--- config.mk ---
export PLATFORM = sky130hd
export DESIGN_NAME = ffua_cell
export DESIGN_NICKNAME = d
export VERILOG_FILES = /design/src/hdl/ffua_pkg.sv /design/src/hdl/ffua_cell.sv
export SDC_FILE = /design/constraint.sdc
export NUM_CORES = 1
export LEC_CHECK = 0
export ABC_AREA = 1
export BUFFER_PORTS_ARGS = -buffer_cell sky130_fd_sc_hd__buf_2
export CORE_MARGIN = 2
export CORE_UTILIZATION = 45
export CTS_CLUSTER_DIAMETER = 60
export DETAILED_ROUTE_END_ITERATION = 10
export PLACE_DENSITY = 0.72
export SYNTH_ARGS = -nofsm -noshare
export SYNTH_HDL_FRONTEND = slang
export SYNTH_SLANG_ARGS = --single-unit
--- constraint.sdc ---
create_clock -name i_clk -period 5.8 [get_ports i_clk]
set_input_delay 0.29 -clock i_clk [delete_from_list [all_inputs] [get_ports i_clk]]
set_output_delay 0.29 -clock i_clk [all_outputs]
set_load 0.02 [all_outputs]
--- src/hdl/ffua_pkg.sv ---
`default_nettype none
package ffua_pkg;

    localparam int TIME_W = 32;
    localparam int IDX_W  = 6;
    localparam int UNIT_W = 5;

    // operation codes
    localparam logic [1:0] OP_ALLOC   = 2'd0;
    localparam logic [1:0] OP_RELEASE = 2'd1;
    localparam logic [1:0] OP_SET     = 2'd2;
    localparam logic [1:0] OP_READ    = 2'd3;

    // status codes
    localparam logic [1:0] ST_OK     = 2'd0;
    localparam logic [1:0] ST_NOFREE = 2'd1;
    localparam logic [1:0] ST_RANGE  = 2'd2;

    // configuration register indexes
    localparam logic [1:0] CFG_MEAN  = 2'd0;
    localparam logic [1:0] CFG_COUNT = 2'd1;

    // command transfer
    typedef struct packed {
        logic [1:0]        opcode;
        logic [TIME_W-1:0] now;
        logic [TIME_W-1:0] quantity;
        logic [IDX_W-1:0]  unit_index;
        logic [TIME_W-1:0] time_value;
    } t_cmd;

    // result transfer
    typedef struct packed {
        logic [1:0]        status;
        logic [UNIT_W-1:0] unit;
        logic [TIME_W-1:0] time_out;
    } t_rsp;

    // operation travelling down the cell chain
    typedef struct packed {
        logic              vld;
        logic [1:0]        op;
        logic [TIME_W-1:0] now;
        logic [TIME_W-1:0] end_time;
        logic [IDX_W-1:0]  idx;
        logic [TIME_W-1:0] tval;
        logic              found;
        logic [UNIT_W-1:0] unit;
        logic [TIME_W-1:0] tout;
    } t_token;

endpackage
`default_nettype wire

--- src/hdl/ffua_cell.sv ---
`default_nettype none
module ffua_cell #(
    parameter int CELL_ID = 0
) (
    input  wire logic                       i_clk,
    input  wire logic                       i_rst_n,
    input  wire logic [ffua_pkg::IDX_W-1:0] i_count,
    input  wire ffua_pkg::t_token           i_tok,
    output ffua_pkg::t_token                o_tok
);
    import ffua_pkg::*;

    localparam logic [IDX_W:0] ID_X = (IDX_W+1)'(CELL_ID);

    logic [TIME_W-1:0] r_busy;
    logic [TIME_W-1:0] n_busy;
    t_token            r_tok;
    t_token            n_tok;
    logic              w_hit;
    logic              w_scan;

    assign w_hit  = i_tok.idx == ID_X[IDX_W-1:0];
    assign w_scan = {1'b0, i_count} > ID_X;

    // act on this cell's busy-until time
    always_comb begin
        n_busy = r_busy;
        n_tok  = i_tok;
        if (i_tok.vld) begin
            case (i_tok.op)
                OP_ALLOC: begin
                    if (!i_tok.found && w_scan && r_busy <= i_tok.now) begin
                        n_busy      = i_tok.end_time;
                        n_tok.found = 1'b1;
                        n_tok.unit  = ID_X[UNIT_W-1:0];
                        n_tok.tout  = i_tok.end_time;
                    end
                end
                OP_RELEASE: begin
                    if (w_hit) begin
                        n_busy = '0;
                    end
                end
                OP_SET: begin
                    if (w_hit) begin
                        n_busy = i_tok.tval;
                    end
                end
                OP_READ: begin
                    if (w_hit) begin
                        n_tok.tout = r_busy;
                    end
                end
                default: begin
                    n_busy = r_busy;
                end
            endcase
        end
    end

    always_ff @(posedge i_clk) begin
        if (!i_rst_n) begin
            r_busy    <= '0;
            r_tok.vld <= 1'b0;
        end else begin
            r_busy <= n_busy;
            r_tok  <= n_tok;
        end
    end

    assign o_tok = r_tok;

endmodule
`default_nettype wire

==> summary.md <==
| Metric | Value |
|---|---|
| Status | `completed` |
| Final Util | `57.20%` |
| Final Power | `0.003271 W` |
| Fmax | `0.2691 GHz` |
| CP cell instances | `ha_1, a21oi_1, nor2_1, nor2_1, nand3_1, a21oi_1, nand2_1, nand2_2, nand2_2, nand2_2, inv_1, nand2_1, nand2_1` |
| Vias in the first global route | `7354` |
| Max IR drop VDD | `0.0002112 V` |
| Gpl congestion | `0.8624` |
| CP endpoint kind | `flip-flop` |
| Die height | `145.3 um` |
| PwrDens | `292.8 nW/um2` |
| Post-route DRC | `0` |
| DR iter-0 viols | `786` |
| Die footprint | `21110 um2` |
| Asr flop ratio synth | `0%` |
| Hold endpoint | `o_tok[121]` |
| RSZ-0062 raised after global routing | `false` |
| TritonCTS Sinks | `175` |
| Setup Buffers After CTS | `0` |
| Routed wire length per instance | `16.56 um` |
| Commonest non-fill, non-tap cell in the layout | `buf_2` |
| Hold Slack | `0.03857 ns` |
| R2r setup slk | `2.08 ns` |
| Number of synthesized flops with an enable pin | `142` |
| HPWL after detailed placement | `17920 um` |
| Fillers | `1802` |
| Final WL | `25860 um` |
| Clock skew | `0.007588 ns` |
| Setup tns final | `0 ns` |
| Critical R2R Launch | `r_busy[21]` |
| Clock Tree Buf Depth | `2` |
| Vias per inst | `5.109` |
| # port buffers | `293` |
| Startpoint Class | `flip-flop` |
| Vias after detailed routing | `7980` |
| Final min period | `3.716 ns` |
| Most frequent cells in the layout | `292 x buf_2, 214 x nand2_1, 210 x inv_1` |
| Worst R2R Path Depth | `13` |
| Worst slew pin tran | `1.253 ns` |
| CTS Buf Count | `17` |
| Post-cts sizing count | `0` |
| Post-route ant nets | `0` |
| Slew Limit Fails | `0` |
| Yosys cell types | `25` |
| Period utilization | `64.06%` |
| Layout overhead on the synthesized area | `24.35%` |
| Final setup violating endpoints | `0` |
| Core ar. | `19530 um2` |
| Worst min path class | `input port to flip-flop` |
| Static leakage | `5.630 nW` |
| First-pass GRT wire length | `40220 um` |
| Starting Density | `46.00%` |
| Clock transition at path regs | `0.07 ns` |
| DRT Pass-1 Iters | `9` |
| Horiz. Die Dim | `145.3 um` |
| #FFs+latches synth | `175` |
| Root buffer cell | `clkbuf_16` |
| Met1 GRT Util | `33.17%` |
| Met3 Use GR | `6.541%` |
| Hold path cells | `1` |
| Slowest CP cell | `nand2_2` |
| Rel. slew slack | `16.37%` |
| MaxCap Viol Count | `0` |
| Fin. Hold Viols | `0` |
| Crit-path max FO | `65` |
| Share of cells above drive strength 1 | `26.47%` |
| I/O pin count | `294` |
| Core Rows | `51` |
| Syn_nets | `1213` |
| Post-synth top area share | `47.47%` |
| CTS tree | `done` |
| Critical path's largest stage delay | `1.08 ns` |
| Avg Cell Area, Syn | `8.755 um2` |
| Clock Latency Late Sink | `0.44 ns` |
| GR Util met2 | `38.25%` |
| WS Path Type | `flip-flop to flip-flop` |
| Worst Hold Launch | `i_tok[121]` |
| Synth Flop Type | `edfxtp_1` |
| Area contributors post-synth | `edfxtp_1 47%, nand2_1 9.0%, inv_1 8.8%, dfxtp_1 7.4%, nand3_1 7.0%` |
| Cell taking the most area after synthesis | `edfxtp_1` |
| GRT Max-Usage Layer | `met2` |
| Gr ovfl total | `0` |
| Fin nets | `1470` |
| H-tree depth | `4` |
| Post-Synthesis Cells | `1026` |
| Initial antenna violation count | `1` |
| Cts hold-fix bufs | `0` |
| Largest net degree at the start of global routing | `110` |
| Worst r2r dst | `o_tok[7]` |
| Syn Std Cell Area | `8982 um2` |
| Yosys Warn Count | `0` |
| CP arrival | `3.90 ns` |
| GRT Util Overall | `24.46%` |
| Sequential fraction of the synthesis area | `54.83%` |
| WP data required | `5.99 ns` |
-- worst max-delay path, delay by kind of cell (launching register included) --
kind | cells | cell delay (ns)
buffers and inverters | 1 | 0.21
AO/OA/AOI/OAI | 2 | 0.42
adder cells (fa/ha/maj) | 1 | 0.28
flip-flops | 1 | 0.42
AND/OR/NAND/NOR | 9 | 2.10
-- synth_stat cells (all sizes together), types with 2 or more instances --
cell type and number:
dfxtp 33, buf 22, a21oi 45, clkbuf 40, o21ai 35, o211ai 32
nand3 125, or2 2, nand2 218, ha 36, nand4 34, inv 211
edfxtp 142, nor2 46
-- cells by family (layout without fill, tap and decap cells) --
family,count (synthesis),in the layout,share of synthesized area (%)
AO/OA/AOI/OAI,115,115,7.480
adder cells (fa/ha/maj),36,36,5.015
buffers and inverters,273,543,11.97
flip-flops,175,175,54.83
other,0,1,0
AND/OR/NAND/NOR,427,427,20.71
-- routing by layer --
layer  vias to the layer above  wire [um]
li1                       3880          -
met1                      3653      11240
met2                       402      11740
met3                        45       2300
met4                         0        581
met5                         -          0
-- state kept, by name, summed over array words and instances, names as in the netlist --
signal	cells
r_busy	32
o_tok	143
-- per-stage QoR --
step | area, um2 | cells | worst slack [ns]
detailed placement | 10580 | 1529 | 2.089
floorplan | 8982 | 1026 | 3.829
global placement | 10580 | 1529 | 2.127
CTS | 11170 | 1561 | 2.116
finish | 11170 | 1562 | 2.084
global route | 11170 | 1562 | 1.792
-- power breakdown --
part	switching (W)	total (W)	internal, W	leakage (nW)
Combinational	0.000401	0.000594	0.000192	3.69
Sequential	0.0000414	0.00152	0.00147	1.66
Clock	0.000521	0.00116	0.000641	0.274
Total	0.000963	0.00327	0.00231	5.63
-- cell type report --
cell class                 count  area (um2)  share of cell area [%]
antenna                        1       2.502                 0.02240
clock buffer                  18       429.2                   3.842
clock inverter                14       156.4                   1.400
inverter                     211       792.0                   7.091
multi-input combinational    578        3008                   26.93
sequential                   175        4925                   44.09
tap                          265       331.6                   2.969
timing repair buffer         300        1525                   13.66
-- worst max-delay path by stage --
| stage | from | to | slack [ns] | depth (start not counted) |
|---|---|---|---|---|
| 2_1_floorplan | i_tok[129] | o_tok[32] | 3.83 | 15 |
| 3_3_place_gp | i_tok[127] | o_tok[7] | 2.13 | 15 |
| 3_5_place_dp | i_tok[129] | o_tok[0] | 2.09 | 15 |
| 4_1_cts | r_busy[21] | o_tok[0] | 2.12 | 13 |
| 5_1_grt | r_busy[21] | o_tok[14] | 1.79 | 13 |
| 6_report | r_busy[21] | o_tok[7] | 2.08 | 13 |
(Power assumes the default switching activity.)
