[src/hdl/ffua_pkg.sv]
`default_nettype none
package ffua_pkg;

    localparam int TIME_W = 32;
    localparam int IDX_W  = 6;
    localparam int UNIT_W = 5;

    // operation codes
    localparam logic [1:0] OP_ALLOC   = 2'd0;
    localparam logic [1:0] OP_RELEASE = 2'd1;
    localparam logic [1:0] OP_SET     = 2'd2;
    localparam logic [1:0] OP_READ    = 2'd3;

    // status codes
    localparam logic [1:0] ST_OK     = 2'd0;
    localparam logic [1:0] ST_NOFREE = 2'd1;
    localparam logic [1:0] ST_RANGE  = 2'd2;

    // configuration register indexes
    localparam logic [1:0] CFG_MEAN  = 2'd0;
    localparam logic [1:0] CFG_COUNT = 2'd1;

    // command transfer
    typedef struct packed {
        logic [1:0]        opcode;
        logic [TIME_W-1:0] now;
        logic [TIME_W-1:0] quantity;
        logic [IDX_W-1:0]  unit_index;
        logic [TIME_W-1:0] time_value;
    } t_cmd;

    // result transfer
    typedef struct packed {
        logic [1:0]        status;
        logic [UNIT_W-1:0] unit;
        logic [TIME_W-1:0] time_out;
    } t_rsp;

    // operation travelling down the cell chain
    typedef struct packed {
        logic              vld;
        logic [1:0]        op;
        logic [TIME_W-1:0] now;
        logic [TIME_W-1:0] end_time;
        logic [IDX_W-1:0]  idx;
        logic [TIME_W-1:0] tval;
        logic              found;
        logic [UNIT_W-1:0] unit;
        logic [TIME_W-1:0] tout;
    } t_token;

endpackage
`default_nettype wire

[src/hdl/ffua_front.sv]
`default_nettype none
module ffua_front (
    input  wire logic                        i_clk,
    input  wire logic                        i_rst_n,
    input  wire logic                        i_load,
    input  wire ffua_pkg::t_cmd              i_cmd,
    input  wire logic [ffua_pkg::TIME_W-1:0] i_mean,
    output ffua_pkg::t_token                 o_tok
);
    import ffua_pkg::*;

    localparam int PROD_W = 2 * TIME_W;
    localparam int SUM_W  = PROD_W - 16 + 1;

    logic                r_vld;
    logic [1:0]          r_op;
    logic [TIME_W-1:0]   r_now;
    logic [IDX_W-1:0]    r_idx;
    logic [TIME_W-1:0]   r_tval;
    logic [PROD_W-1:0]   r_prod;
    logic [PROD_W-1:0]   n_prod;
    logic [SUM_W-1:0]    w_sum;
    logic [TIME_W-1:0]   w_end;
    t_token              r_tok;
    t_token              n_tok;

    // stage one: service time product
    assign n_prod = PROD_W'(i_mean) * PROD_W'(i_cmd.quantity);

    always_ff @(posedge i_clk) begin
        if (!i_rst_n) begin
            r_vld <= 1'b0;
        end else begin
            r_vld <= i_load;
        end
        if (i_load) begin
            r_op   <= i_cmd.opcode;
            r_now  <= i_cmd.now;
            r_idx  <= i_cmd.unit_index;
            r_tval <= i_cmd.time_value;
            r_prod <= n_prod;
        end
    end

    // stage two: drop fraction, add now, saturate
    assign w_sum = SUM_W'(r_prod[PROD_W-1:16]) + SUM_W'(r_now);
    assign w_end = (|w_sum[SUM_W-1:TIME_W]) ? {TIME_W{1'b1}} : w_sum[TIME_W-1:0];

    always_comb begin
        n_tok          = '0;
        n_tok.vld      = r_vld;
        n_tok.op       = r_op;
        n_tok.now      = r_now;
        n_tok.end_time = w_end;
        n_tok.idx      = r_idx;
        n_tok.tval     = r_tval;
    end

    always_ff @(posedge i_clk) begin
        if (!i_rst_n) begin
            r_tok.vld <= 1'b0;
        end else begin
            r_tok <= n_tok;
        end
    end

    assign o_tok = r_tok;

endmodule
`default_nettype wire

[config.mk]
export PLATFORM = sky130hd
export DESIGN_NAME = ffua_front
export DESIGN_NICKNAME = d
export VERILOG_FILES = /design/src/hdl/ffua_pkg.sv /design/src/hdl/ffua_front.sv
export SDC_FILE = /design/constraint.sdc
export NUM_CORES = 2
export LEC_CHECK = 0
export ABC_AREA = 1
export BUFFER_PORTS_ARGS = -buffer_cell sky130_fd_sc_hd__buf_4
export CAP_MARGIN = 25
export CORE_ASPECT_RATIO = 0.9
export CORE_MARGIN = 2
export CORE_UTILIZATION = 47
export CTS_BUF_LIST = sky130_fd_sc_hd__clkbuf_16
export CTS_CLUSTER_DIAMETER = 200
export DETAILED_ROUTE_END_ITERATION = 10
export PLACE_DENSITY = 0.72
export SYNTH_ARGS = -nofsm -noshare
export SYNTH_HDL_FRONTEND = slang
export SYNTH_SLANG_ARGS = --single-unit
[constraint.sdc]
create_clock -name i_clk -period 9.1 [get_ports i_clk]
set_clock_uncertainty 0.2 [all_clocks]
set_input_delay 1.82 -clock i_clk [delete_from_list [all_inputs] [get_ports i_clk]]
set_output_delay 1.82 -clock i_clk [all_outputs]
set_load 0.05 [all_outputs]
==> impl_metrics.json <==
{
  "max_freq_mhz": 117,
  "cts.sinks": 226,
  "die_w_um": 331,
  "period_share_pct": 94.1,
  "syn_inst": 5516,
  "fin_crit_ps": 8560,
  "hpwl_um": 113000,
  "place.gp.congestion": 0.984,
  "cts_resized": 0,
  "seq_area_frac_synth_pct": 14.9,
  "port_buffers": 243,
  "hold_viol_final": 0,
  "hold_path_class": "reg -> reg",
  "required_ps": 9170,
  "synth_top_area_share_pct": 39.6,
  "synth_largest_area_cell": "fa_1",
  "syn_area_um2": 45300,
  "start_kind": "primary input",
  "cts.reportedPaths.clkPinSlew_ps": 60,
  "hp-start": "r_vld",
  "synth_top_cells_by_count": "inv_1 (1,686), nand2_1 (1,450), fa_1 (896)",
  "wl_um": 136000,
  "htree_levels": 1,
  "slew_violations": 0,
  "viasPerCell": 5.09,
  "synth_cell_type_count": 45,
  "fin_nets": 6996,
  "drive_gt1_share_pct": 8.14,
  "n_fill_cell": 9081,
  "core-area_um2": 95900,
  "remaining_drc_errors": 0,
  "antenna_found_initial": 4,
  "wl_per_cell_um": 19.6,
  "slowest_stage": "fa_1",
  "hold_depth": 2,
  "globalRouteTotalUtil_pct": 28.0,
  "worstHoldEndpoint": "o_tok[142]",
  "crit_chain": "buf_4 -> buf_4 -> nand2_1 -> fa_1 -> inv_1 -> fa_1 -> inv_1 -> fa_1 -> inv_1 -> fa_1 -> fa_1 -> fa_1 -> fa_1 -> ha_1 -> ha_1 -> nand2_1 -> nor2_1 -> inv_1 -> nor2_1 -> inv_1 -> nor4_1 -> nand3_1 -> nand2_1 -> xor2_1",
  "drt_iter0_markers": 3010,
  "grt_first_pass_wirelength_um": 213000,
  "cp_max_fo": 21,
  "crit_path_frequent_cell": "fa_1",
  "reg2reg_from": "r_now[21]",
  "cts-root-buf": "clkbuf_16",
  "rrSetupSlack_ps": 5460,
  "die_area_um2": 98900,
  "synth_edf_count": 224,
  "ys_seq_elements": 226,
  "dr.pass1.iters": 7,
  "cts-hold-fix-buffers": 0,
  "cts_buffers": 22,
  "die_h_um": 299,
  "cp-end-kind": "flop",
  "slew_headroom_pct": 37.8,
  "synth.most_common_cell": "inv_1",
  "cts_tree": "built",
  "setup_viol": 0,
  "routed-via-count": 35402,
  "timing.rr.end": "o_tok[76]",
  "path_class": "in -> reg",
  "drv.max_cap_violation_count": 0,
  "rsz0062_at_grt": "no",
  "fp-row-count": 108,
  "critPathArrivalTime_ps": 8640,
  "status": "finished clean",
  "first_global_vias": 37309,
  "postRouteAntennaNets": 0,
  "grt_max_degree": 70,
  "synth-main-ff-cell": "edfxtp_1",
  "overflow": 0,
  "postCtsSetupBuffers": 0,
  "setup_tns_ps": 0,
  "multi_input_area_um2": 31200,
  "worst_slew_pin_slew_ps": 932,
  "io_pins": 282,
  "yosys_warnings": 0,
  "avgSynthCellArea_um2": 8.21,
  "start_util_pct": 47.2,
  "yosys-top-cells-area": "fa_1 (40%), edfxtp_1 (15%), inv_1 (14%)",
  "seq_area_um2": 6770,
  "clock_path_buffers": 3,
  "clock_latency_ps": 530,
  "r2r_cells": 15,
  "cpPeakStageDelay_ps": 570,
  "async_flop_share_pct": 0,
  "area_growth_syn_to_layout_pct": 8.52
}
## state kept, by name (all words and copies together), names as in the netlist
signal / flops
r_vld: 1
o_tok: 105
r_tval: 32
r_now: 32
r_op: 2
r_prod: 48
r_idx: 6
## worst max-delay path by stage
| stage | start | to | slack (ps) | depth (start not counted) |
|---|---|---|---|---|
| final | i_cmd[56] | r_prod[58] | 540 | 24 |
| after global routing | i_cmd[46] | r_prod[52] | 250 | 24 |
| after CTS | i_cmd[56] | r_prod[58] | 600 | 24 |
| after global placement | i_cmd[56] | r_prod[58] | 70 | 24 |
| after detailed placement | i_cmd[56] | r_prod[58] | 50 | 24 |
| after floorplan | i_cmd[46] | r_prod[51] | 930 | 25 |
## kinds of logic after synthesis
kind of cell / count (synthesis) / share of synthesized area [%]
fa+ha+maj: 1188 / 47.7
compound gates: 243 / 3.01
simple gates: 1836 / 16.4
buf+inv: 1951 / 16.6
flops: 226 / 14.9
other cells: 1 / 0.00828
xor+xnor: 71 / 1.37
## final cells by class
class	instances	area share, %
Tap cell	1265	3.22
Inverter	1715	13.1
Sequential cell	226	13.8
Timing Repair Buffer	328	5.09
Antenna cell	1	0.00509
Clock inverter	18	0.328
Clock buffer	22	1.12
Multi-Input combinational cell	3376	63.4
## layout by cell type (no fill, tap or decap), types with 2 or more instances in the layout
| master | Yosys | routed |
|---|---|---|
| xnor2_1 | 37 | 37 |
| nand4_1 | 22 | 22 |
| clkinv_2 | 0 | 5 |
| clkbuf_16 | 0 | 22 |
| nand2_1 | 1450 | 1450 |
| edfxtp_1 | 224 | 224 |
| clkinvlp_4 | 0 | 2 |
| nand2_2 | 14 | 14 |
| nor2_1 | 194 | 194 |
| nor2_2 | 18 | 18 |
| inv_2 | 26 | 26 |
| a211oi_1 | 4 | 4 |
| conb_1 | 1 | 38 |
| a21o_1 | 13 | 13 |
| o21bai_1 | 10 | 10 |
| clkinv_4 | 0 | 2 |
| nand3_1 | 70 | 70 |
| a21boi_0 | 5 | 5 |
| inv_1 | 1686 | 1689 |
| clkinv_1 | 3 | 5 |
| a31oi_1 | 15 | 15 |
| a21oi_1 | 114 | 114 |
| bufinv_16 | 0 | 2 |
| nand3_2 | 36 | 36 |
| o2111ai_1 | 2 | 2 |
| buf_12 | 0 | 3 |
| o211ai_1 | 2 | 2 |
| ha_1 | 292 | 292 |
| xor2_1 | 34 | 34 |
| nor3_1 | 17 | 17 |
| fa_1 | 896 | 896 |
| dfxtp_1 | 2 | 2 |
| o21a_1 | 9 | 9 |
| o21ai_0 | 64 | 64 |
| nand3b_1 | 5 | 5 |
| buf_4 | 40 | 325 |
| nor4_1 | 4 | 4 |
## metrics by stage
stage / cells / util (%) / hold slack (ps) / setup WS (ps) / instance area (µm²)
floorplan: 5553 / - / 190 / 929 / 45400
global placement: 6910 / 50.5 / 196 / 66.4 / 48400
detailed placement: 6910 / 50.5 / 205 / 45.8 / 48400
CTS: 6950 / 51.2 / 218 / 603 / 49200
global route: 6950 / 51.2 / 223 / 252 / 49200
finish: 6951 / 51.2 / 215 / 537 / 49200
## per-layer routing
metal	up-vias	GRT usage (%)	share of wire, %
met2	1934	44.4	44
met5	-	0	0.019
met3	288	8.03	13
met4	4	6.40	2.6
li1	15922	-	-
met1	17254	38.3	41
## critical path: cells and delay by family
| family | cells | cell delay, ps |
|---|---|---|
| simple gates | 7 | 1390 |
| fa+ha+maj | 9 | 4290 |
| buf+inv | 7 | 1020 |
| xor+xnor | 1 | 60 |
Power is left out: the tool's default activity adds up to more than one toggle a clock period on the data nets, which glitch-free logic cannot reach.
